## src/hw/rtl/pn2d_pkg.sv

```systemverilog
// ----------------------------------------------------------------------------
// pn2d_pkg: shared definitions for the 2D gradient-noise block
// Fixed-point formats, queue sizes, the permutation table and the gradient
// dot product used by the front and back parts.
// ----------------------------------------------------------------------------
package pn2d_pkg;

    localparam int FRAC_BITS = 16;
    localparam int COORD_W   = 32;
    localparam int CELL_W    = 8;
    localparam int HASH_W    = 2;
    localparam int OUT_W     = 18;
    localparam int OUT_FRAC  = 16;

    // Offset (unsigned fraction), dot/lerp value, fade seed and fade polynomial
    localparam int F_W = FRAC_BITS;
    localparam int D_W = FRAC_BITS + 3;
    localparam int S_W = FRAC_BITS + 5;
    localparam int P_W = FRAC_BITS + 4;

    localparam longint ONE     = 64'sd1 << FRAC_BITS;
    localparam longint OUT_MAX = 64'sd1 << OUT_FRAC;

    localparam int OUT_SHL = (FRAC_BITS < OUT_FRAC) ? OUT_FRAC - FRAC_BITS : 0;
    localparam int OUT_SHR = (FRAC_BITS > OUT_FRAC) ? FRAC_BITS - OUT_FRAC : 0;
    localparam int SC_W    = D_W + OUT_SHL;

    localparam int MQ_DEPTH = 4;
    localparam int MQ_PTR_W = 2;
    localparam int MQ_CNT_W = 3;
    localparam int OQ_DEPTH = 16;
    localparam int OQ_PTR_W = 4;
    localparam int OQ_CNT_W = 5;
    localparam int BK_STAGES = 7;

    // Gradient codes from the low two hash bits
    localparam logic [HASH_W-1:0] GRAD_PP = 2'd0;
    localparam logic [HASH_W-1:0] GRAD_MP = 2'd1;
    localparam logic [HASH_W-1:0] GRAD_PM = 2'd2;
    localparam logic [HASH_W-1:0] GRAD_MM = 2'd3;

    typedef struct packed {
        logic [F_W-1:0]    fx;
        logic [F_W-1:0]    fy;
        logic [HASH_W-1:0] h00;
        logic [HASH_W-1:0] h10;
        logic [HASH_W-1:0] h01;
        logic [HASH_W-1:0] h11;
    } t_cell_item;

    typedef struct packed {
        logic                empty;
        logic [MQ_CNT_W-1:0] count;
    } t_mq_status;

    localparam logic [7:0] PERM [256] = '{
        8'd151, 8'd160, 8'd137, 8'd91,  8'd90,  8'd15,  8'd131, 8'd13,
        8'd201, 8'd95,  8'd96,  8'd53,  8'd194, 8'd233, 8'd7,   8'd225,
        8'd140, 8'd36,  8'd103, 8'd30,  8'd69,  8'd142, 8'd8,   8'd99,
        8'd37,  8'd240, 8'd21,  8'd10,  8'd23,  8'd190, 8'd6,   8'd148,
        8'd247, 8'd120, 8'd234, 8'd75,  8'd0,   8'd26,  8'd197, 8'd62,
        8'd94,  8'd252, 8'd219, 8'd203, 8'd117, 8'd35,  8'd11,  8'd32,
        8'd57,  8'd177, 8'd33,  8'd88,  8'd237, 8'd149, 8'd56,  8'd87,
        8'd174, 8'd20,  8'd125, 8'd136, 8'd171, 8'd168, 8'd68,  8'd175,
        8'd74,  8'd165, 8'd71,  8'd134, 8'd139, 8'd48,  8'd27,  8'd166,
        8'd77,  8'd146, 8'd158, 8'd231, 8'd83,  8'd111, 8'd229, 8'd122,
        8'd60,  8'd211, 8'd133, 8'd230, 8'd220, 8'd105, 8'd92,  8'd41,
        8'd55,  8'd46,  8'd245, 8'd40,  8'd244, 8'd102, 8'd143, 8'd54,
        8'd65,  8'd25,  8'd63,  8'd161, 8'd1,   8'd216, 8'd80,  8'd73,
        8'd209, 8'd76,  8'd132, 8'd187, 8'd208, 8'd89,  8'd18,  8'd169,
        8'd200, 8'd196, 8'd135, 8'd130, 8'd116, 8'd188, 8'd159, 8'd86,
        8'd164, 8'd100, 8'd109, 8'd198, 8'd173, 8'd186, 8'd3,   8'd64,
        8'd52,  8'd217, 8'd226, 8'd250, 8'd124, 8'd123, 8'd5,   8'd202,
        8'd38,  8'd147, 8'd118, 8'd126, 8'd255, 8'd82,  8'd85,  8'd212,
        8'd207, 8'd206, 8'd59,  8'd227, 8'd47,  8'd16,  8'd58,  8'd17,
        8'd182, 8'd189, 8'd28,  8'd42,  8'd223, 8'd183, 8'd170, 8'd213,
        8'd119, 8'd248, 8'd152, 8'd2,   8'd44,  8'd154, 8'd163, 8'd70,
        8'd221, 8'd153, 8'd101, 8'd155, 8'd167, 8'd43,  8'd172, 8'd9,
        8'd129, 8'd22,  8'd39,  8'd253, 8'd19,  8'd98,  8'd108, 8'd110,
        8'd79,  8'd113, 8'd224, 8'd232, 8'd178, 8'd185, 8'd112, 8'd104,
        8'd218, 8'd246, 8'd97,  8'd228, 8'd251, 8'd34,  8'd242, 8'd193,
        8'd238, 8'd210, 8'd144, 8'd12,  8'd191, 8'd179, 8'd162, 8'd241,
        8'd81,  8'd51,  8'd145, 8'd235, 8'd249, 8'd14,  8'd239, 8'd107,
        8'd49,  8'd192, 8'd214, 8'd31,  8'd181, 8'd199, 8'd106, 8'd157,
        8'd184, 8'd84,  8'd204, 8'd176, 8'd115, 8'd121, 8'd50,  8'd45,
        8'd127, 8'd4,   8'd150, 8'd254, 8'd138, 8'd236, 8'd205, 8'd93,
        8'd222, 8'd114, 8'd67,  8'd29,  8'd24,  8'd72,  8'd243, 8'd141,
        8'd128, 8'd195, 8'd78,  8'd66,  8'd215, 8'd61,  8'd156, 8'd180
    };

    function automatic logic [7:0] perm_at(input logic [CELL_W-1:0] idx);
        return PERM[idx];
    endfunction

    function automatic logic signed [D_W-1:0] grad_dot(
        input logic [HASH_W-1:0]     h,
        input logic signed [D_W-1:0] dx,
        input logic signed [D_W-1:0] dy
    );
        logic signed [D_W-1:0] res;
        unique case (h)
            GRAD_PP: res = dx + dy;
            GRAD_MP: res = dy - dx;
            GRAD_PM: res = dx - dy;
            GRAD_MM: res = -dx - dy;
            default: res = '0;
        endcase
        return res;
    endfunction

endpackage

```

## src/hw/rtl/pn2_front.sv

```systemverilog
// ----------------------------------------------------------------------------
// pn2_front: point intake and corner hashing
// Splits each point into cell and offset, looks up the four corner hashes
// in two table steps and writes the result into the cell queue.
// ----------------------------------------------------------------------------
module pn2_front
    import pn2d_pkg::*;
(
    input  logic                       i_clk,
    input  logic                       i_rst_n,
    input  logic                       push,
    input  logic signed [COORD_W-1:0]  i_x_coord,
    input  logic signed [COORD_W-1:0]  i_y_coord,
    input  t_mq_status                 i_mq_status,
    output logic                       full,
    output logic                       o_mq_wr,
    output t_cell_item                 o_mq_item
);

    logic              r_v1;
    logic [7:0]        r_px0;
    logic [7:0]        r_px1;
    logic [CELL_W-1:0] r_cy;
    logic [F_W-1:0]    r_fx;
    logic [F_W-1:0]    r_fy;

    logic              accept;
    logic [CELL_W-1:0] cx;
    logic [CELL_W-1:0] cy1;
    logic [7:0]        hv00;
    logic [7:0]        hv10;
    logic [7:0]        hv01;
    logic [7:0]        hv11;

    // A word in the hashing stage is counted against the free queue slots.
    assign full   = (i_mq_status.count + MQ_CNT_W'(r_v1)) >= MQ_CNT_W'(MQ_DEPTH);
    assign accept = push & ~full;
    assign cx     = i_x_coord[FRAC_BITS +: CELL_W];

    always_ff @(posedge i_clk) begin
        if (!i_rst_n) begin
            r_v1 <= 1'b0;
        end else begin
            r_v1 <= accept;
        end
    end

    always_ff @(posedge i_clk) begin
        if (accept) begin
            r_px0 <= perm_at(cx);
            r_px1 <= perm_at(CELL_W'(cx + CELL_W'(1)));
            r_cy  <= i_y_coord[FRAC_BITS +: CELL_W];
            r_fx  <= i_x_coord[F_W-1:0];
            r_fy  <= i_y_coord[F_W-1:0];
        end
    end

    assign cy1  = CELL_W'(r_cy + CELL_W'(1));
    assign hv00 = perm_at(CELL_W'(r_px0 + r_cy));
    assign hv10 = perm_at(CELL_W'(r_px1 + r_cy));
    assign hv01 = perm_at(CELL_W'(r_px0 + cy1));
    assign hv11 = perm_at(CELL_W'(r_px1 + cy1));

    assign o_mq_wr       = r_v1;
    assign o_mq_item.fx  = r_fx;
    assign o_mq_item.fy  = r_fy;
    assign o_mq_item.h00 = hv00[HASH_W-1:0];
    assign o_mq_item.h10 = hv10[HASH_W-1:0];
    assign o_mq_item.h01 = hv01[HASH_W-1:0];
    assign o_mq_item.h11 = hv11[HASH_W-1:0];

endmodule

```

## config.mk

```make
export PLATFORM = sky130hd
export DESIGN_NAME = pn2_front
export DESIGN_NICKNAME = d
export VERILOG_FILES = /design/src/hw/rtl/pn2d_pkg.sv /design/src/hw/rtl/pn2_front.sv
export SDC_FILE = /design/constraint.sdc
export NUM_CORES = 1
export LEC_CHECK = 0
export ABC_AREA = 1
export BUFFER_PORTS_ARGS = -buffer_cell sky130_fd_sc_hd__buf_2
export CAP_MARGIN = 20
export CORE_UTILIZATION = 45
export CTS_CLUSTER_SIZE = 10
export DETAILED_ROUTE_END_ITERATION = 7
export HOLD_SLACK_MARGIN = 0.03
export PLACE_DENSITY = 0.64
export SYNTH_ARGS = -nofsm -noshare
export SYNTH_HDL_FRONTEND = slang
export SYNTH_SLANG_ARGS = --single-unit
```

## constraint.sdc

```tcl
create_clock -name i_clk -period 8.8 [get_ports i_clk]
set_input_delay 1.76 -clock i_clk [delete_from_list [all_inputs] [get_ports i_clk]]
set_output_delay 1.76 -clock i_clk [all_outputs]
set_load 0.005 [all_outputs]
```

Word level (Yosys, flattened, before mapping)

Memory sizes are Yosys's and may differ from the RTL's. A register that Yosys moved wholly into a read port is not among the register bits.
Index checks and enable logic that the tools add are counted.

Register bits after elaboration: 41
Logic and storage cells: 38
Memories: 6
ROM bits: 12,288
Input port bits: 71
Output and inout bits: 42

Memories:

| memory          | depth | width | read ports | clocked after memory_dff | wr ports | RTL line       | RTL |
|---|---|---|---|---|---|---|---|
| (no name shown) | 256   | 8     | 1          | 0                        | 0        | pn2d_pkg.sv:92 | `return PERM[idx];` |
| (no name shown) | 256   | 8     | 1          | 0                        | 0        | pn2d_pkg.sv:92 |  |
| (no name shown) | 256   | 8     | 1          | 0                        | 0        | pn2d_pkg.sv:92 |  |
| (no name shown) | 256   | 8     | 1          | 0                        | 0        | pn2d_pkg.sv:92 |  |
| (no name shown) | 256   | 8     | 1          | 1                        | 0        | pn2d_pkg.sv:92 |  |
| (no name shown) | 256   | 8     | 1          | 1                        | 0        | pn2d_pkg.sv:92 |  |

Magnitude comparators: 5
Muxes and demuxes: 8
Add/subtract/negate cells: 7
Bitwise gates (word level): 8

Operators by type and width:

| kind                  | number |
|---|---|
| $not A8 Y9            | 6 |
| $ge A9 B9 Y1 const B  | 4 |
| $add A8 B8 Y8         | 4 |
| $add A8 B1 Y8 const B | 2 |
| $mux W2               | 8 |
| $add A3 B1 Y3         | 1 |
| $ge A3 B3 Y1 const B  | 1 |
| $and A1 B1 Y1         | 1 |
| $not A1 Y1            | 1 |

Logic depth before layout (Yosys ltp)

Depth after elaboration: 6
Gate-level depth with buffers: 18

Worst setup path before layout

No wires, ideal clock.

Path type: input-to-reg
Start: in i_mq_status[0] (netlist bit)
End: reg r_cy[0] (enable)
Slack: 3,959 ps
Required time: 8,330 ps
Arrival time: 4,371 ps
Cell stages on the path: 3
Path through: nand3_1 -> xnor2_1 -> nor2_1

Cells in the longest elaborated chain, start to end: 4

RTL lines:

| what                 | RTL line        | RTL |
|---|---|---|
| from (decl)          | pn2_front.sv:14 | `input t_mq_status i_mq_status,` |
| $add A3 B1 Y3        | pn2_front.sv:36 | `assign full = (i_mq_status.count + MQ_CNT_W'(r_v1)) >= MQ_CNT_W'(MQ_DEPTH);` |
| $ge A3 B3 Y1         | pn2_front.sv:36 |  |
| via full             | pn2_front.sv:15 | `output logic full,` |
| $not A1 Y1           | pn2_front.sv:37 | `assign accept = push & ~full;` |
| $and A1 B1 Y1        | pn2_front.sv:37 |  |
| via accept           | pn2_front.sv:27 | `logic accept;` |
| to (signal assigned) | pn2_front.sv:52 | `r_cy <= i_y_coord[FRAC_BITS +: CELL_W];` |
| to (decl)            | pn2_front.sv:23 | `logic [CELL_W-1:0] r_cy;` |

The timed path passes the listed nets, and every way through them passes these cells.
A chain may end at the register's enable or synchronous reset.

==> flow_summary.json <==
{
  "period_needed_ns": 6.548,
  "die_y_um": 173.2,
  "viasPerCell": 6.296,
  "worst_setup_path_start_kind": "flip-flop",
  "endpoint_kind": "output port",
  "die-area_um2": 30010,
  "ios": 113,
  "synth_top_area_share_pct": 22.50,
  "cts_tree": "yes",
  "rsz0062_at_grt": "no",
  "fin_area_um2": 13900,
  "ant_nets": 0,
  "gp_congestion": 1.040,
  "worstMarginPinSlew_ns": 1.093,
  "cts_max_level": 3,
  "clk_latency_ns": 0.32,
  "synth_cells": 2388,
  "placed_cell_area_um2": 13610,
  "grt_pass1_vias": 15590,
  "start_util_pct": 45.85,
  "dp_hpwl_um": 38750,
  "antenna_cells": 0,
  "syn_area_per_cell_um2": 5.526,
  "drt-initial-drc-count": 3394,
  "cts_buffers": 9,
  "cts_resized": 0,
  "fmax_ghz": 0.1527,
  "p_per_area_nw_per_um2": 147.6,
  "synth.net_count": 2554,
  "finalWorstSetupSlack_ns": 2.252,
  "synthFlopType": "edfxtp_1",
  "worstPathCellList": "ha_1 > xor2_1 > ha_1 > nand2_1 > nand4_1 > nand2_1 > inv_1 > nand2_1 > nand3_1 > nand3_1 > nand3_1 > nand2_1 > nand2_1 > nand2_1 > buf_2",
  "crit_slowest_cell": "nand2_1",
  "slowest_delay_ns": 1.10,
  "drt_first_pass_iters": 7,
  "yosys_warnings": 0,
  "crit_required_ns": 7.04,
  "ir_drop_mv": 0.09237,
  "cts.sinks": 57,
  "path_max_fanout": 29,
  "grt_pass1_wl_um": 84950,
  "final_common_cell": "nand2_1",
  "maxCapViolCount": 0,
  "die_w_um": 173.2,
  "worstHoldPathType": "flip-flop to flip-flop",
  "synth-async-reset-ratio_pct": 0,
  "postCtsHoldBufs": 0,
  "route.detailed.drc": 0,
  "path_class": "flip-flop to output port",
  "clockRootBuffer": "clkbuf_16",
  "routedWlPerCell_um": 19.70,
  "status": "complete, no violations",
  "mostFrequentLayoutCells": "790 x nand2_1, 539 x nand3_1, 202 x inv_1, 179 x o21ai_0, 108 x nor2_1",
  "path_common_cell": "nand2_1",
  "slew_violations": 0,
  "post_cts_buffers": 0,
  "final_nets": 2542,
  "ys_seq_area_share_pct": 12.90,
  "setup_tns_ns": 0,
  "synth_area_um2": 13200,
  "synth_enable_flop_cells": 56,
  "rows": 62,
  "path_buf_inv": 2,
  "arrival_ns": 4.79,
  "fin_skew_ns": 0.01122,
  "overflow": 0,
  "clk_pin_slew_ns": 0.05,
  "grt_max_degree": 72,
  "synth.distinct_cells": 40,
  "cts_buffer_depth": 2,
  "num_vias": 17410,
  "period_share_pct": 74.41,
  "cp_top_family": "simple AND/OR/NAND/NOR gates",
  "ys_top_cells_by_area": "nand2_1 23%, nand3_1 20%, edfxtp_1 13%",
  "antenna_found_initial": 0,
  "p_leak_nw": 7.119,
  "setup_viol": 0,
  "finalHoldViolCount": 0,
  "ys_ff_latch": 57,
  "grt_usage_pct": 34.95,
  "dpl_worst_slack_ns": 2.739,
  "io_buffers": 95,
  "routed_wirelength_um": 54460,
  "core_um2": 28780,
  "relSlewSlack_pct": 27.12,
  "areaGrowthSynthToFinish_pct": 5.310,
  "drive_gt1_share_pct": 6.720,
  "synth_top_area_cell": "nand2_1",
  "fillCellCount": 3138
}
[routing by layer]
metal	global-route usage, %	part of all wire (%)	up-vias
met2	53.33	42	1361
met3	7.675	13	221
met5	0	0	-
met4	15.08	5.1	0
li1	-	-	8035
met1	47.26	39	7792
[layout make-up]
| type | instances | area, µm² | share of cell area, % |
|---|---|---|---|
| Sequential cell | 57 | 1702 | 12.25 |
| Tap cell | 384 | 480.5 | 3.458 |
| Clock buffer | 9 | 225.2 | 1.621 |
| Timing Repair Buffer | 112 | 603.1 | 4.340 |
| Clock inverter | 7 | 61.31 | 0.4412 |
| Multi-Input combinational cell | 1979 | 10010 | 72.03 |
| Inverter | 217 | 814.5 | 5.862 |
[registers in the layout (all words and copies together), names as in the netlist]
signal and count:
r_fx 16, r_px1 8, r_px0 8, r_fy 16
r_cy 8, o_mq_wr 1
[power by group]
| group | total (W) | switching (W) | leakage [nW] | internal [W] |
|---|---|---|---|---|
| logic | 0.00139 | 0.000972 | 6.45 | 0.000422 |
| registers | 0.000327 | 0.00000883 | 0.535 | 0.000318 |
| clock network | 0.000330 | 0.000115 | 0.136 | 0.000215 |
[per-stage QoR]
| stage | cells | utilization [%] | total power [W] | hold WS [ns] |
|---|---|---|---|---|
| 6_report | 2765 | 48.28 | 0.002052 | 0.7092 |
| 3_5_place_dp | 2749 | 47.29 | 0.001667 | 0.7056 |
| 5_1_grt | 2765 | 48.28 | 0.002214 | 0.7739 |
| 4_1_cts | 2765 | 48.28 | 0.002004 | 0.7158 |
| 2_1_floorplan | 2388 | - | 0.001345 | 0.6622 |
| 3_3_place_gp | 2749 | 47.29 | 0.001674 | 0.6981 |
[kinds of logic after synthesis]
logic type               share of synthesized area [%]
adder cells (fa/ha/maj)                          9.350
AND/OR/NAND/NOR                                  49.81
XOR/XNOR                                         1.716
flip-flops                                       12.90
AO/OA/AOI/OAI                                    14.91
buffers and inverters                            11.32
[worst paths after layout]
kind	from	endpoint	slack [ns]	depth (start not counted)
min reg2reg	o_mq_wr	o_mq_wr	0.71	3
max	r_cy[0]	o_mq_item[2]	2.25	15
max reg2reg	o_mq_wr	r_cy[2]	7.00	4
min	o_mq_wr	o_mq_wr	0.71	3
[cells in the mapped netlist, drive strengths merged (4+ instances only)]
master,number
a21oi,53
nand3b,12
o221ai,7
fa,6
o211ai,64
nor3,10
a31oi,15
nand2,804
inv,215
o22ai,4
xnor2,8
or2,5
nand4,34
ha,89
o31ai,4
nor2,109
xor2,17
nand3,540
edfxtp,56
clkbuf,35
o21ai,191
buf,100
[worst register-to-register path: cells and delay by family (launching register included)]
kind	cells	cell delay, ns
flops	1	0.32
xor+xnor	1	0.19
simple gates	2	0.34
buf+inv	1	0.55
No activity file was read; power rests on OpenSTA's default activity.
