File: config.mk
export PLATFORM = sky130hd
export DESIGN_NAME = pn2_queue
export DESIGN_NICKNAME = d
export VERILOG_FILES = /design/src/hw/rtl/pn2d_pkg.sv /design/src/hw/rtl/pn2_queue.sv
export SDC_FILE = /design/constraint.sdc
export NUM_CORES = 1
export LEC_CHECK = 0
export BUFFER_PORTS_ARGS = -buffer_cell sky130_fd_sc_hd__buf_2
export CAP_MARGIN = 20
export CORE_MARGIN = 2
export CORE_UTILIZATION = 39
export DETAILED_ROUTE_END_ITERATION = 10
export PLACE_DENSITY_LB_ADDON = 0.2
export SYNTH_ARGS = -nofsm -noshare
export SYNTH_HDL_FRONTEND = slang
export SYNTH_SLANG_ARGS = --single-unit
export TNS_END_PERCENT = 1
File: constraint.sdc
create_clock -name i_clk -period 2.82 [get_ports i_clk]
set_input_delay 0.564 -clock i_clk [delete_from_list [all_inputs] [get_ports i_clk]]
set_output_delay 0.564 -clock i_clk [all_outputs]
set_load 0.02 [all_outputs]
File: src/hw/rtl/pn2d_pkg.sv
// ----------------------------------------------------------------------------
// pn2d_pkg: shared definitions for the 2D gradient-noise block
// Fixed-point formats, queue sizes, the permutation table and the gradient
// dot product used by the front and back parts.
// ----------------------------------------------------------------------------
package pn2d_pkg;

    localparam int FRAC_BITS = 16;
    localparam int COORD_W   = 32;
    localparam int CELL_W    = 8;
    localparam int HASH_W    = 2;
    localparam int OUT_W     = 18;
    localparam int OUT_FRAC  = 16;

    // Offset (unsigned fraction), dot/lerp value, fade seed and fade polynomial
    localparam int F_W = FRAC_BITS;
    localparam int D_W = FRAC_BITS + 3;
    localparam int S_W = FRAC_BITS + 5;
    localparam int P_W = FRAC_BITS + 4;

    localparam longint ONE     = 64'sd1 << FRAC_BITS;
    localparam longint OUT_MAX = 64'sd1 << OUT_FRAC;

    localparam int OUT_SHL = (FRAC_BITS < OUT_FRAC) ? OUT_FRAC - FRAC_BITS : 0;
    localparam int OUT_SHR = (FRAC_BITS > OUT_FRAC) ? FRAC_BITS - OUT_FRAC : 0;
    localparam int SC_W    = D_W + OUT_SHL;

    localparam int MQ_DEPTH = 4;
    localparam int MQ_PTR_W = 2;
    localparam int MQ_CNT_W = 3;
    localparam int OQ_DEPTH = 16;
    localparam int OQ_PTR_W = 4;
    localparam int OQ_CNT_W = 5;
    localparam int BK_STAGES = 7;

    // Gradient codes from the low two hash bits
    localparam logic [HASH_W-1:0] GRAD_PP = 2'd0;
    localparam logic [HASH_W-1:0] GRAD_MP = 2'd1;
    localparam logic [HASH_W-1:0] GRAD_PM = 2'd2;
    localparam logic [HASH_W-1:0] GRAD_MM = 2'd3;

    typedef struct packed {
        logic [F_W-1:0]    fx;
        logic [F_W-1:0]    fy;
        logic [HASH_W-1:0] h00;
        logic [HASH_W-1:0] h10;
        logic [HASH_W-1:0] h01;
        logic [HASH_W-1:0] h11;
    } t_cell_item;

    typedef struct packed {
        logic                empty;
        logic [MQ_CNT_W-1:0] count;
    } t_mq_status;

    localparam logic [7:0] PERM [256] = '{
        8'd151, 8'd160, 8'd137, 8'd91,  8'd90,  8'd15,  8'd131, 8'd13,
        8'd201, 8'd95,  8'd96,  8'd53,  8'd194, 8'd233, 8'd7,   8'd225,
        8'd140, 8'd36,  8'd103, 8'd30,  8'd69,  8'd142, 8'd8,   8'd99,
        8'd37,  8'd240, 8'd21,  8'd10,  8'd23,  8'd190, 8'd6,   8'd148,
        8'd247, 8'd120, 8'd234, 8'd75,  8'd0,   8'd26,  8'd197, 8'd62,
        8'd94,  8'd252, 8'd219, 8'd203, 8'd117, 8'd35,  8'd11,  8'd32,
        8'd57,  8'd177, 8'd33,  8'd88,  8'd237, 8'd149, 8'd56,  8'd87,
        8'd174, 8'd20,  8'd125, 8'd136, 8'd171, 8'd168, 8'd68,  8'd175,
        8'd74,  8'd165, 8'd71,  8'd134, 8'd139, 8'd48,  8'd27,  8'd166,
        8'd77,  8'd146, 8'd158, 8'd231, 8'd83,  8'd111, 8'd229, 8'd122,
        8'd60,  8'd211, 8'd133, 8'd230, 8'd220, 8'd105, 8'd92,  8'd41,
        8'd55,  8'd46,  8'd245, 8'd40,  8'd244, 8'd102, 8'd143, 8'd54,
        8'd65,  8'd25,  8'd63,  8'd161, 8'd1,   8'd216, 8'd80,  8'd73,
        8'd209, 8'd76,  8'd132, 8'd187, 8'd208, 8'd89,  8'd18,  8'd169,
        8'd200, 8'd196, 8'd135, 8'd130, 8'd116, 8'd188, 8'd159, 8'd86,
        8'd164, 8'd100, 8'd109, 8'd198, 8'd173, 8'd186, 8'd3,   8'd64,
        8'd52,  8'd217, 8'd226, 8'd250, 8'd124, 8'd123, 8'd5,   8'd202,
        8'd38,  8'd147, 8'd118, 8'd126, 8'd255, 8'd82,  8'd85,  8'd212,
        8'd207, 8'd206, 8'd59,  8'd227, 8'd47,  8'd16,  8'd58,  8'd17,
        8'd182, 8'd189, 8'd28,  8'd42,  8'd223, 8'd183, 8'd170, 8'd213,
        8'd119, 8'd248, 8'd152, 8'd2,   8'd44,  8'd154, 8'd163, 8'd70,
        8'd221, 8'd153, 8'd101, 8'd155, 8'd167, 8'd43,  8'd172, 8'd9,
        8'd129, 8'd22,  8'd39,  8'd253, 8'd19,  8'd98,  8'd108, 8'd110,
        8'd79,  8'd113, 8'd224, 8'd232, 8'd178, 8'd185, 8'd112, 8'd104,
        8'd218, 8'd246, 8'd97,  8'd228, 8'd251, 8'd34,  8'd242, 8'd193,
        8'd238, 8'd210, 8'd144, 8'd12,  8'd191, 8'd179, 8'd162, 8'd241,
        8'd81,  8'd51,  8'd145, 8'd235, 8'd249, 8'd14,  8'd239, 8'd107,
        8'd49,  8'd192, 8'd214, 8'd31,  8'd181, 8'd199, 8'd106, 8'd157,
        8'd184, 8'd84,  8'd204, 8'd176, 8'd115, 8'd121, 8'd50,  8'd45,
        8'd127, 8'd4,   8'd150, 8'd254, 8'd138, 8'd236, 8'd205, 8'd93,
        8'd222, 8'd114, 8'd67,  8'd29,  8'd24,  8'd72,  8'd243, 8'd141,
        8'd128, 8'd195, 8'd78,  8'd66,  8'd215, 8'd61,  8'd156, 8'd180
    };

    function automatic logic [7:0] perm_at(input logic [CELL_W-1:0] idx);
        return PERM[idx];
    endfunction

    function automatic logic signed [D_W-1:0] grad_dot(
        input logic [HASH_W-1:0]     h,
        input logic signed [D_W-1:0] dx,
        input logic signed [D_W-1:0] dy
    );
        logic signed [D_W-1:0] res;
        unique case (h)
            GRAD_PP: res = dx + dy;
            GRAD_MP: res = dy - dx;
            GRAD_PM: res = dx - dy;
            GRAD_MM: res = -dx - dy;
            default: res = '0;
        endcase
        return res;
    endfunction

endpackage

File: src/hw/rtl/pn2_queue.sv
// ----------------------------------------------------------------------------
// pn2_queue: cell queue between front and back
// A short first-in first-out store of hashed cells so that either side can
// stall without holding the other.
// ----------------------------------------------------------------------------
module pn2_queue
    import pn2d_pkg::*;
(
    input  logic        i_clk,
    input  logic        i_rst_n,
    input  logic        i_wr,
    input  t_cell_item  i_wr_item,
    input  logic        i_rd,
    output t_cell_item  o_rd_item,
    output t_mq_status  o_status
);

    t_cell_item          r_mem [MQ_DEPTH];
    logic [MQ_PTR_W-1:0] r_head;
    logic [MQ_PTR_W-1:0] r_tail;
    logic [MQ_CNT_W-1:0] r_count;
    logic [MQ_CNT_W-1:0] n_count;

    always_comb begin
        n_count = r_count;
        if (i_wr && !i_rd) begin
            n_count = r_count + MQ_CNT_W'(1);
        end else if (!i_wr && i_rd) begin
            n_count = r_count - MQ_CNT_W'(1);
        end
    end

    always_ff @(posedge i_clk) begin
        if (!i_rst_n) begin
            r_head  <= '0;
            r_tail  <= '0;
            r_count <= '0;
        end else begin
            if (i_wr) begin
                r_tail <= r_tail + MQ_PTR_W'(1);
            end
            if (i_rd) begin
                r_head <= r_head + MQ_PTR_W'(1);
            end
            r_count <= n_count;
        end
    end

    always_ff @(posedge i_clk) begin
        if (i_wr) begin
            r_mem[r_tail] <= i_wr_item;
        end
    end

    assign o_rd_item      = r_mem[r_head];
    assign o_status.empty = (r_count == '0);
    assign o_status.count = r_count;

endmodule

=== After elaboration in Yosys (flattened, before gate mapping) ===
Memory sizes are Yosys's and may differ from the RTL's. A register that Yosys moved wholly into a read port is not among the register bits.
Index checks and enable logic that the tools add are counted.
W data, S select, Z words.

* Output and inout port bits: 44
* Flip-flop bits (word level): 7
* Memories: 1
* Memory bits (writable): 160

{| class="wikitable"
|+ Memory list
! name !! depth !! bits a word !! rd ports !! clocked after memory_dff !! wr ports !! line !! source
|-
| r_mem || 4 || 40 || 1 || 1 || 1 || pn2_queue.sv:18 || <nowiki>t_cell_item r_mem [MQ_DEPTH];</nowiki>
|}

* Reduce and logical (&&, ||, !) cells: 6
* Muxes and demuxes: 6
* $add $sub $neg: 4

{| class="wikitable"
|+ Operators by type and width
! kind !! number
|-
| $mux W3 || 2
|-
| $add A2 B1 Y2 const B || 2
|-
| $mux W2 || 2
|-
| $add A3 B1 Y3 const B || 1
|-
| $logic_not A3 Y1 || 1
|-
| $sub A3 B1 Y3 const B || 1
|-
| $logic_and A1 B1 Y1 || 2
|-
| $logic_not A1 Y1 || 2
|-
| $mux W1 || 2
|-
| $reduce_bool A2 Y1 || 1
|}

=== Longest topological paths before layout ===
Gate-level depths: netlist of the first run.

* Depth in word-level cells: 4
* Mapped depth: 7

=== Least setup slack after synthesis of the first run ===
OpenSTA, ideal clock, no wires.

* Path type: input port to flip-flop
* Start: in i_wr
* End: mem r_mem[0][0] in the netlist's numbering, enable pin
* Arrival time: 1.536 ns
* Stages on the path: 1
* Setup slack: 0.883 ns
* Path buffers: 0
* Cells stage by stage: and2_1

* Word-level cells in the longest chain between the ends: 2

{| class="wikitable"
|+ RTL lines
! element !! line !! source
|-
| start: declaration || pn2_queue.sv:11 || <nowiki>input logic i_wr,</nowiki>
|-
| $mux W1 || pn2_queue.sv:50 || <nowiki>if (i_wr) begin</nowiki>
|-
| $mux W1 (not written as such) || pn2_queue.sv:51 || <nowiki>r_mem[r_tail] <= i_wr_item;</nowiki>
|-
| end: declaration || pn2_queue.sv:18 ||
|}

No other way between the ends.

==> results.sh, run 1 <==
export IMPL_status="finished clean"
export IMPL_worst_slew_margin_rel_pct=65.3
export IMPL_netlist_cell_type_count=19
export IMPL_htreeDepth=4
export IMPL_grt_max_degree=26
export IMPL_first_global_vias=2952
export IMPL_timing_rr_end="r_mem[2][4]$_DFFE_PP_"
export IMPL_use_met3_pct=4.80
export IMPL_grtUsageTotal_pct=13.5
export IMPL_final_hold_viol_count=0
export IMPL_initial_utilization_pct=39.7
export IMPL_r2r_cells=4
export IMPL_synthesis_area_sq_um=6250
export IMPL_rsz0062_at_grt="false"
export IMPL_gr_usage_met1_pct=16.7
export IMPL_crit_type="flip-flop to primary output"
export IMPL_static_leakage_power_nw=2.56
export IMPL_fin_nets=407
export IMPL_coreArea_sq_um=15800
export IMPL_postCtsHoldBufs=0
export IMPL_p_per_area_nw_per_um2=761
export IMPL_drc=0
export IMPL_synthesis_nets=301
export IMPL_fillers=1372
export IMPL_arrival_ns=2.00
export IMPL_final_period_utilization_pct=91.1
export IMPL_hp_class="primary input to flip-flop"
export IMPL_multiInputGateArea_sq_um=1150
export IMPL_drtPass1Iterations=4
export IMPL_fin_ws_ns=0.252
export IMPL_clock_sinks=169
export IMPL_antenna_found_initial=0
export IMPL_power_share_clock_pct=38.2
export IMPL_place_gp_congestion=0.692
export IMPL_antenna_left=0
export IMPL_period_needed_ns=2.57
export IMPL_die_w_microns=131
export IMPL_drt_iter0_drc=145
export IMPL_cp_end_kind="primary output"
export IMPL_area_growth_pct=20.8
export IMPL_dieArea_sq_um=17100
export IMPL_wl_per_cell_microns=18.8
export IMPL_fp_dieH_microns=131
export IMPL_swShare_pct=23.9
export IMPL_cp_max_fo=19
export IMPL_clk_latency_ns=0.42
export IMPL_skew_ns=0.00735
export IMPL_min_to="r_mem[0][5]$_DFFE_PP_"
export IMPL_r2r_start="r_tail[0]$_SDFFE_PN0P_"
export IMPL_max_freq_mhz=389
export IMPL_regArea_sq_um=4990
export IMPL_post_cts_buffers=0
export IMPL_combPwrFrac_pct=10.8
export IMPL_r2r_slack_ns=1.19
export IMPL_drv_slew=0
export IMPL_setup_viol=0
export IMPL_seq_area_frac_synth_pct=79.7
export IMPL_vias=2828
export IMPL_pre_cts_slack_ns=0.635
export IMPL_whs_path_depth=1
export IMPL_via_per_inst=4.83
export IMPL_required_ns=2.26
export IMPL_synth_seq_cells=169
export IMPL_synth_cells=251
export IMPL_maxCapViolCount=0
export IMPL_top_usage_layer="met2"
export IMPL_cts_tree="yes"
export IMPL_pwr_share_seq_pct=51.0
export IMPL_grt_pass1_wl_microns=16300
export IMPL_design_area_sq_um=7560
export IMPL_io_pins=88
export IMPL_place_area_sq_um=6990
export IMPL_routed_wl_microns=11000
export IMPL_clockBufferDepth=2
export IMPL_cp_start_kind="flip-flop"
export IMPL_dp_hpwl_microns=6760
export IMPL_rows=46
export IMPL_tightest_slew_ns=0.521
export IMPL_grt_util_met2_pct=22.2
export IMPL_grt_overflow=0
export IMPL_port_buffer_count=87
export IMPL_numCtsBuffers=17
export IMPL_hp_start="i_wr_item[5]"
export IMPL_synth_area_per_cell_sq_um=24.9
export IMPL_cts_clk_slew_worst_paths_ns=0.06
export IMPL_antenna_cells=0
export IMPL_power_internal_mw=4.37
export IMPL_drive_above_1_share_pct=47.0
export IMPL_setup_tns_ns=0
export IMPL_switching_power_mw=1.37
export IMPL_cts_root_buffer="clkbuf_16"
export IMPL_yosys_warnings=0
export IMPL_ir_drop_uv=442
export IMPL_cts_resized=0
cells in the final DEF, fill, tap and decap left out, drive strengths merged:
cell type	netlist	routed
clkinv	0	2
xor2	3	3
xnor2	2	2
nor2b	2	2
inv	4	9
mux4	40	40
nor3	1	1
a21boi	1	1
buf	9	96
dfxtp	9	9
bufinv	0	1
nand2	1	1
or3	1	1
edfxtp	160	160
clkbuf	0	17
o21ai	1	1
clkinvlp	0	7
and2	9	9
fa	1	1
mux2i	2	2
ha	5	5
how the worst max path moves through the flow:
| stage | end | slack, ns | from |
|---|---|---|---|
| 2_1_floorplan | r_mem[0][0]$_DFFE_PP_ | 0.88 | i_wr |
| 3_5_place_dp | o_rd_item[27] | 0.64 | flip-flop |
| 4_1_cts | o_rd_item[27] | 0.17 | flip-flop |
| 3_3_place_gp | o_rd_item[27] | 0.64 | flip-flop |
| 6_report | o_rd_item[32] | 0.25 | flip-flop |
| 5_1_grt | o_rd_item[27] | 0.13 | flip-flop |
critical path, cell delays in order (launching register included):
cell and delay, ns:
dfxtp_4 0.61, buf_12 0.25, mux4_2 0.53, buf_2 0.18
cells in the mapped netlist (all sizes together):
library cell	count	area (sq um)
o21ai	1	5.00
edfxtp	160	4800
mux4	40	901
or3	1	6.26
nor3	1	5.00
inv	4	15.0
nor2b	2	12.5
dfxtp	9	180
xor2	3	26.3
a21boi	1	7.51
fa	1	20.0
and2	9	56.3
xnor2	2	17.5
mux2i	2	20.0
buf	9	111
ha	5	62.6
nand2	1	3.75
power groups by stage:
stage               Combinational [mW]  Sequential, mW  Clock [mW]
global placement                 0.630            2.98           0
CTS                              0.638            2.93        2.25
global route                     0.669            2.94        2.34
detailed placement               0.636            2.99           0
finish                           0.620            2.93        2.20
floorplan                        0.425            2.97           0
flip-flops by register name (all words and copies together), names as in the netlist, named ones only:
| signal | cells |
|---|---|
| r_count | 3 |
| r_head | 2 |
| r_mem | 160 |
| r_tail | 2 |
through the flow:
| stage | instances | hold WS, ns | total power, mW | util [%] |
|---|---|---|---|---|
| 2_1_floorplan | 251 | 0.528 | 3.40 | - |
| 3_3_place_gp | 554 | 0.500 | 3.61 | 44.3 |
| 3_5_place_dp | 554 | 0.526 | 3.62 | 44.3 |
| 4_1_cts | 586 | 0.330 | 5.83 | 47.9 |
| 5_1_grt | 586 | 0.339 | 5.95 | 47.9 |
| 6_report | 586 | 0.350 | 5.75 | 47.9 |
kinds of logic after synthesis:
kind of cell	share of synthesized area (%)
xor+xnor	0.700
compound gates	0.200
fa+ha+maj	1.32
mux	14.7
buf+inv	2.02
flops	79.7
simple gates	1.34
layout make-up:
type	instances	area share, %
repair buffers	96	7.48
clock inverters	15	1.89
multi-input cells	69	15.2
well taps	216	3.58
inverters	4	0.199
flip-flops and latches	169	66.0
clock buffers	17	5.63
routing by layer:
| metal | up-vias | wire (microns) |
|---|---|---|
| li1 | 1263 | - |
| met1 | 1479 | 4630 |
| met2 | 71 | 5640 |
| met3 | 15 | 564 |
| met4 | 0 | 167 |
| met5 | - | 0 |
No activity file was read; power rests on OpenSTA's default activity.
==> run 2, diff against run 1 <==
--- a/config.mk
+++ b/config.mk
@@ -5,6 +5,7 @@
 export SDC_FILE = /design/constraint.sdc
 export NUM_CORES = 1
 export LEC_CHECK = 0
+export ABC_AREA = 1
 export BUFFER_PORTS_ARGS = -buffer_cell sky130_fd_sc_hd__buf_2
 export CAP_MARGIN = 20
 export CORE_MARGIN = 2
==> run 2 against run 1 <==
Against the previous run:
- register-to-register slack better by 0.06 ns
- routed wire length up 20%
- cell count rose by 31%
- first-iteration DRC count grew 110%
- critical path type unchanged
- sequential share of layout area fell by 1.3 points
- non-clock buffer count down 1
- highest routed layer is now met5
- synthesized cell count grew 77%
- power increased by 3.1%
- critical path depth grew 1
- combinational power down 6.5%
- clock-buffer cell count grew 3
- largest power group unchanged
==> results.sh, run 2 <==
export IMPL_io_pins=88
export IMPL_cp_end_kind="primary output"
export IMPL_final_hold_viol_count=0
export IMPL_rows=47
export IMPL_ys_flop_type="edfxtp_1"
export IMPL_synthArstFlopShare_pct=0
export IMPL_vias=3758
export IMPL_first_global_vias=3803
export IMPL_largest_register="r_mem"
export IMPL_routed_wl_microns=13200
export IMPL_ir_drop_uv=426
export IMPL_fin_nets=583
export IMPL_synth_area_top_cells="edfxtp_1, nor2_1, o22ai_1, o21ai_0, o21ai_1"
export IMPL_htreeDepth=4
export IMPL_clock_sinks=169
export IMPL_clk_latency_ns=0.41
export IMPL_dp_hpwl_microns=7320
export IMPL_postCtsHoldBufs=0
export IMPL_largest_reg_flops=160
export IMPL_area_growth_pct=18.9
export IMPL_synth_cells=444
export IMPL_drt_iter0_drc=305
export IMPL_cts_clk_slew_worst_paths_ns=0.06
export IMPL_clockBufferDepth=2
export IMPL_setup_viol=0
export IMPL_coreArea_sq_um=16400
export IMPL_tightest_slew_ns=0.505
export IMPL_hp_class="primary input to flip-flop"
export IMPL_final_common_cell="edfxtp_1"
export IMPL_reg_top3="r_mem (160), r_count (3)"
export IMPL_cp_max_fo=35
export IMPL_numCtsBuffers=17
export IMPL_synthesis_nets=494
export IMPL_fp_dieH_microns=133
export IMPL_synth_seq_cells=169
export IMPL_synthesis_area_sq_um=6490
export IMPL_status="finished clean"
export IMPL_worst_slew_margin_rel_pct=66.3
export IMPL_final_period_utilization_pct=88.1
export IMPL_drv_slew=0
export IMPL_cp_start_kind="flip-flop"
export IMPL_synth_edf_count=160
export IMPL_netlist_cell_type_count=21
export IMPL_synth_most_common_cell="edfxtp_1"
export IMPL_grt_overflow=0
export IMPL_period_needed_ns=2.48
export IMPL_cts_tree="yes"
export IMPL_seq_area_frac_synth_pct=76.8
export IMPL_drtPass1Iterations=5
export IMPL_crit_type="flip-flop to primary output"
export IMPL_maxCapViolCount=0
export IMPL_grt_pass1_wl_microns=19900
export IMPL_cts_root_buffer="clkbuf_16"
export IMPL_arrival_ns=1.92
export IMPL_initial_utilization_pct=39.5
export IMPL_setup_tns_ns=0
export IMPL_antenna_left=0
export IMPL_required_ns=2.26
export IMPL_final_cells=767
export IMPL_die_w_microns=133
export IMPL_rsz0062_at_grt="false"
export IMPL_layout_common_cells="edfxtp_1, buf_2, nor2_1"
export IMPL_drc=0
export IMPL_placed_cells=733
export IMPL_place_gp_congestion=0.725
export IMPL_synth_common_cells="edfxtp_1, nor2_1, o21ai_0"
export IMPL_p_per_area_nw_per_um2=768
export IMPL_port_buffer_count=87
export IMPL_finalPower_mw=5.92
export IMPL_grt_max_degree=81
export IMPL_yosys_warnings=0
export IMPL_synth_area_per_cell_sq_um=14.6
export IMPL_via_per_inst=4.90
export IMPL_dieArea_sq_um=17700
export IMPL_cts_resized=0
export IMPL_yosys_area_top_type="edfxtp_1"
export IMPL_drive_above_1_share_pct=25.1
export IMPL_antenna_found_initial=2
export IMPL_skew_ns=0.00908
export IMPL_wl_per_cell_microns=17.2
export IMPL_synthDominantCellAreaShare_pct=74.1
export IMPL_grtUsageTotal_pct=15.2
export IMPL_max_freq_mhz=403
export IMPL_static_leakage_power_nw=2.75
[run 2: changes by cell type in the layout (fill, tap and decap cells not counted), moves of 5 or more]
cell	previous run	this run
nor2_1	0	85
o21ai_0	1	46
mux4_2	40	0
o22ai_1	0	40
o21ai_1	0	38
nand2_1	1	9
inv_1	4	11
and2_1	5	0
inv_2	0	5
[run 2: logic make-up (layout without fill, tap and decap cells)]
logic type	count (synthesis)	in the layout	share of synthesized area, %
compound gates	130	130	10.9
fa+ha+maj	6	6	1.27
buf+inv	42	144	5.28
flops	169	169	76.8
other cells	0	1	0
simple gates	97	97	5.69
[run 2: metrics by stage]
stage	instance area (sq um)	hold WS (ns)	util, %	setup WS [ns]
3_3_place_gp	7050	0.420	43.0	0.618
6_report	7710	0.359	47.0	0.336
3_5_place_dp	7050	0.426	43.0	0.581
4_1_cts	7690	0.336	46.9	0.109
2_1_floorplan	6490	0.412	-	1.04
5_1_grt	7710	0.337	47.0	0.212
[run 2: final timing paths]
check,startpoint,to,slack (ns),depth (start not counted)
worst max-delay path,flip-flop,o_rd_item[1],0.34,4
worst max register to register,r_tail[0]$_SDFFE_PN0P_,r_mem[0][17]$_DFFE_PP_,1.25,5
worst min-delay path,i_wr_item[13],r_mem[3][13]$_DFFE_PP_,0.36,1
worst min register to register,r_head[1]$_SDFFE_PN0P_,flip-flop,0.44,1
[run 2: layout make-up]
cell class | count | area (sq um)
tap | 220 | 275
clock inverter | 12 | 171
sequential | 169 | 4990
timing repair buffer | 95 | 571
antenna | 1 | 2.50
clock buffer | 20 | 467
inverter | 17 | 76.3
fill | 1451 | 8690
multi-input combinational | 233 | 1160
[run 2: timing repair]
action	CTS	global route
endpoints found under the hold margin	0	0
setup buffers	0	1
setup endpoints to repair	0	2
[run 2: metal layers]
layer | vias up | wire (microns) | GRT usage [%]
li1 | 1842 | - | -
met1 | 1837 | 5890 | 18.0
met2 | 69 | 6580 | 25.4
met3 | 8 | 607 | 4.64
met4 | 2 | 96 | 7.23
met5 | - | 11 | 0
[run 2: worst max-delay path, stage by stage, from the launching register on]
cell and delay, ns:
dfxtp_4 0.67, buf_4 0.28, o21ai_0 0.11, o22ai_1 0.22
buf_2 0.20
[run 2: report_power, final]
part	total [mW]	leakage, nW	switching [mW]	internal [mW]
Sequential	2.91	1.55	0.0443	2.86
Combinational	0.580	0.899	0.397	0.183
Clock	2.44	0.308	0.891	1.55
==> run 3, diff against run 2 <==
==> constraint.sdc (replaced) <==
create_clock -name i_clk -period 3.2 [get_ports i_clk]
set_input_delay 0.64 -clock i_clk [delete_from_list [all_inputs] [get_ports i_clk]]
set_output_delay 0.64 -clock i_clk [all_outputs]
set_load 0.02 [all_outputs]
==> run 3 against run 2 <==
Against the previous run:
- critical path depth unchanged
- core utilization decreased by 1.1 points
- sequential power decreased by 12%
- hold slack gained 0.073 ns
- largest cell class unchanged
- highest routed layer is now met4
- sequential cell count unchanged
==> results.sh, run 3 (same netlist as run 2, synthesis figures left out) <==
export IMPL_status="finished clean"
export IMPL_die_w_microns=133
export IMPL_maxCapViolCount=0
export IMPL_tightest_slew_ns=0.891
export IMPL_top_layer="met4"
export IMPL_port_buffer_count=87
export IMPL_rsz0062_at_grt="false"
export IMPL_reg_top3="r_mem (160), r_count (3)"
export IMPL_drtPass1Iterations=4
export IMPL_drive_above_1_share_pct=23.7
export IMPL_hp_class="primary input to flip-flop"
export IMPL_numCtsBuffers=17
export IMPL_worst_slew_margin_rel_pct=40.6
export IMPL_largest_reg_flops=160
export IMPL_cp_num_buf_inv=2
export IMPL_vias=3783
export IMPL_layout_common_cells="edfxtp_1, buf_2, nor2_1"
export IMPL_largest_register="r_mem"
export IMPL_cts_tree="yes"
export IMPL_hp_start="i_wr_item[22]"
export IMPL_cp_endpoint="o_rd_item[36]"
export IMPL_routed_wl_microns=13500
export IMPL_period_needed_ns=2.84
export IMPL_dieArea_sq_um=17700
export IMPL_static_leakage_power_nw=2.67
export IMPL_grt_max_degree=82
export IMPL_dp_hpwl_microns=7620
export IMPL_ir_drop_uv=390
export IMPL_clockBufferDepth=2
export IMPL_fillers=1476
export IMPL_rows=47
export IMPL_drc=0
export IMPL_slowest_stage="dfxtp_4"
export IMPL_max_freq_mhz=352
export IMPL_timing_hold_ws_ns=0.432
export IMPL_wl_met1_microns=5850
export IMPL_clock_sinks=169
export IMPL_timing_rr_end="r_mem[2][1]$_DFFE_PP_"
export IMPL_htreeDepth=4
export IMPL_pre_cts_slack_ns=0.784
export IMPL_required_ns=2.56
export IMPL_cts_clk_slew_worst_paths_ns=0.06
export IMPL_area_growth_pct=16.1
export IMPL_arrival_ns=2.20
export IMPL_skew_ns=0.0127
export IMPL_place_gp_congestion=0.718
export IMPL_route_met3_wl_microns=816
export IMPL_cp_top_family="flip-flops"
export IMPL_final_common_cell="edfxtp_1"
export IMPL_cp_start_kind="flip-flop"
export IMPL_cp_depth=4
export IMPL_drv_slew=0
export IMPL_cpPeakStageDelay_ns=0.93
export IMPL_antenna_found_initial=2
export IMPL_fp_dieH_microns=133
export IMPL_io_pins=88
export IMPL_path_cells="inv_12, o21ai_1, o22ai_1, buf_2"
export IMPL_antenna_left=0
export IMPL_crit_type="flip-flop to primary output"
export IMPL_grtUsageTotal_pct=16.2
export IMPL_drt_iter0_drc=293
export IMPL_fin_nets=582
export IMPL_final_period_utilization_pct=88.7
export IMPL_postCtsHoldBufs=0
export IMPL_cp_end_kind="primary output"
export IMPL_grt_pass1_wl_microns=21400
export IMPL_clk_latency_ns=0.42
export IMPL_r2r_cells=5
export IMPL_fin_ws_ns=0.363
export IMPL_grt_overflow=0
export IMPL_post_cts_buffers=0
export IMPL_cp_max_fo=81
export IMPL_via_per_inst=4.93
export IMPL_setup_tns_ns=0
export IMPL_wl_per_cell_microns=17.6
export IMPL_cts_resized=0
export IMPL_r2r_slack_ns=1.42
export IMPL_cts_root_buffer="clkbuf_16"
export IMPL_final_hold_viol_count=0
export IMPL_setup_viol=0
export IMPL_first_global_vias=4003
export IMPL_p_per_area_nw_per_um2=649
export IMPL_wl_met2_microns=6670
export IMPL_initial_utilization_pct=39.5
export IMPL_r2r_start="r_tail[0]$_SDFFE_PN0P_"
export IMPL_coreArea_sq_um=16400
==> run 3: worst register-to-register path: stages, from the launching register on <==
cell     delay (ns)
dfxtp_1        0.33
inv_1          0.11
ha_1           0.15
nand2_1        0.06
inv_2          0.26
buf_4          0.49
==> run 3: final cells by class <==
class                      count  area (sq um)  area share, %
timing repair buffer          94           500           6.65
inverter                      17          76.3           1.01
clock buffer                  21           440           5.85
clock inverter                11          81.3           1.08
sequential                   169          4990           66.3
tap                          220           275           3.66
multi-input combinational    233          1160           15.4
antenna                        3          7.51         0.0997
==> run 3: power by group <==
| part | total [mW] | switching, mW | internal (mW) |
|---|---|---|---|
| Combinational | 0.488 | 0.337 | 0.151 |
| Sequential | 2.57 | 0.0506 | 2.52 |
| Clock | 1.83 | 0.774 | 1.05 |
==> run 3: layer usage <==
metal,track usage [%],up-vias
met4,6.51,0
met3,5.86,14
met1,19.1,1833
met5,0,-
li1,-,1845
met2,27.2,91
==> run 3: how the worst min path moves through the flow <==
stage / cells past startpoint / slack (ns) / end
floorplan: 1 / 0.41 / flip-flop
global placement: 1 / 0.43 / flip-flop
detailed placement: 1 / 0.42 / flip-flop
CTS: 1 / 0.41 / r_mem[0][34]$_DFFE_PP_
global route: 1 / 0.42 / r_mem[0][34]$_DFFE_PP_
finish: 1 / 0.43 / r_mem[2][22]$_DFFE_PP_
==> run 3: stage by stage <==
| step | std cells | instance area, sq um | utilization, % | total power [mW] |
|---|---|---|---|---|
| 2_1_floorplan | 444 | 6490 | - | 2.94 |
| 3_3_place_gp | 733 | 7000 | 42.7 | 3.10 |
| 3_5_place_dp | 733 | 7000 | 42.7 | 3.12 |
| 4_1_cts | 765 | 7520 | 45.9 | 4.94 |
| 5_1_grt | 766 | 7530 | 45.9 | 5.08 |
| 6_report | 768 | 7530 | 45.9 | 4.89 |
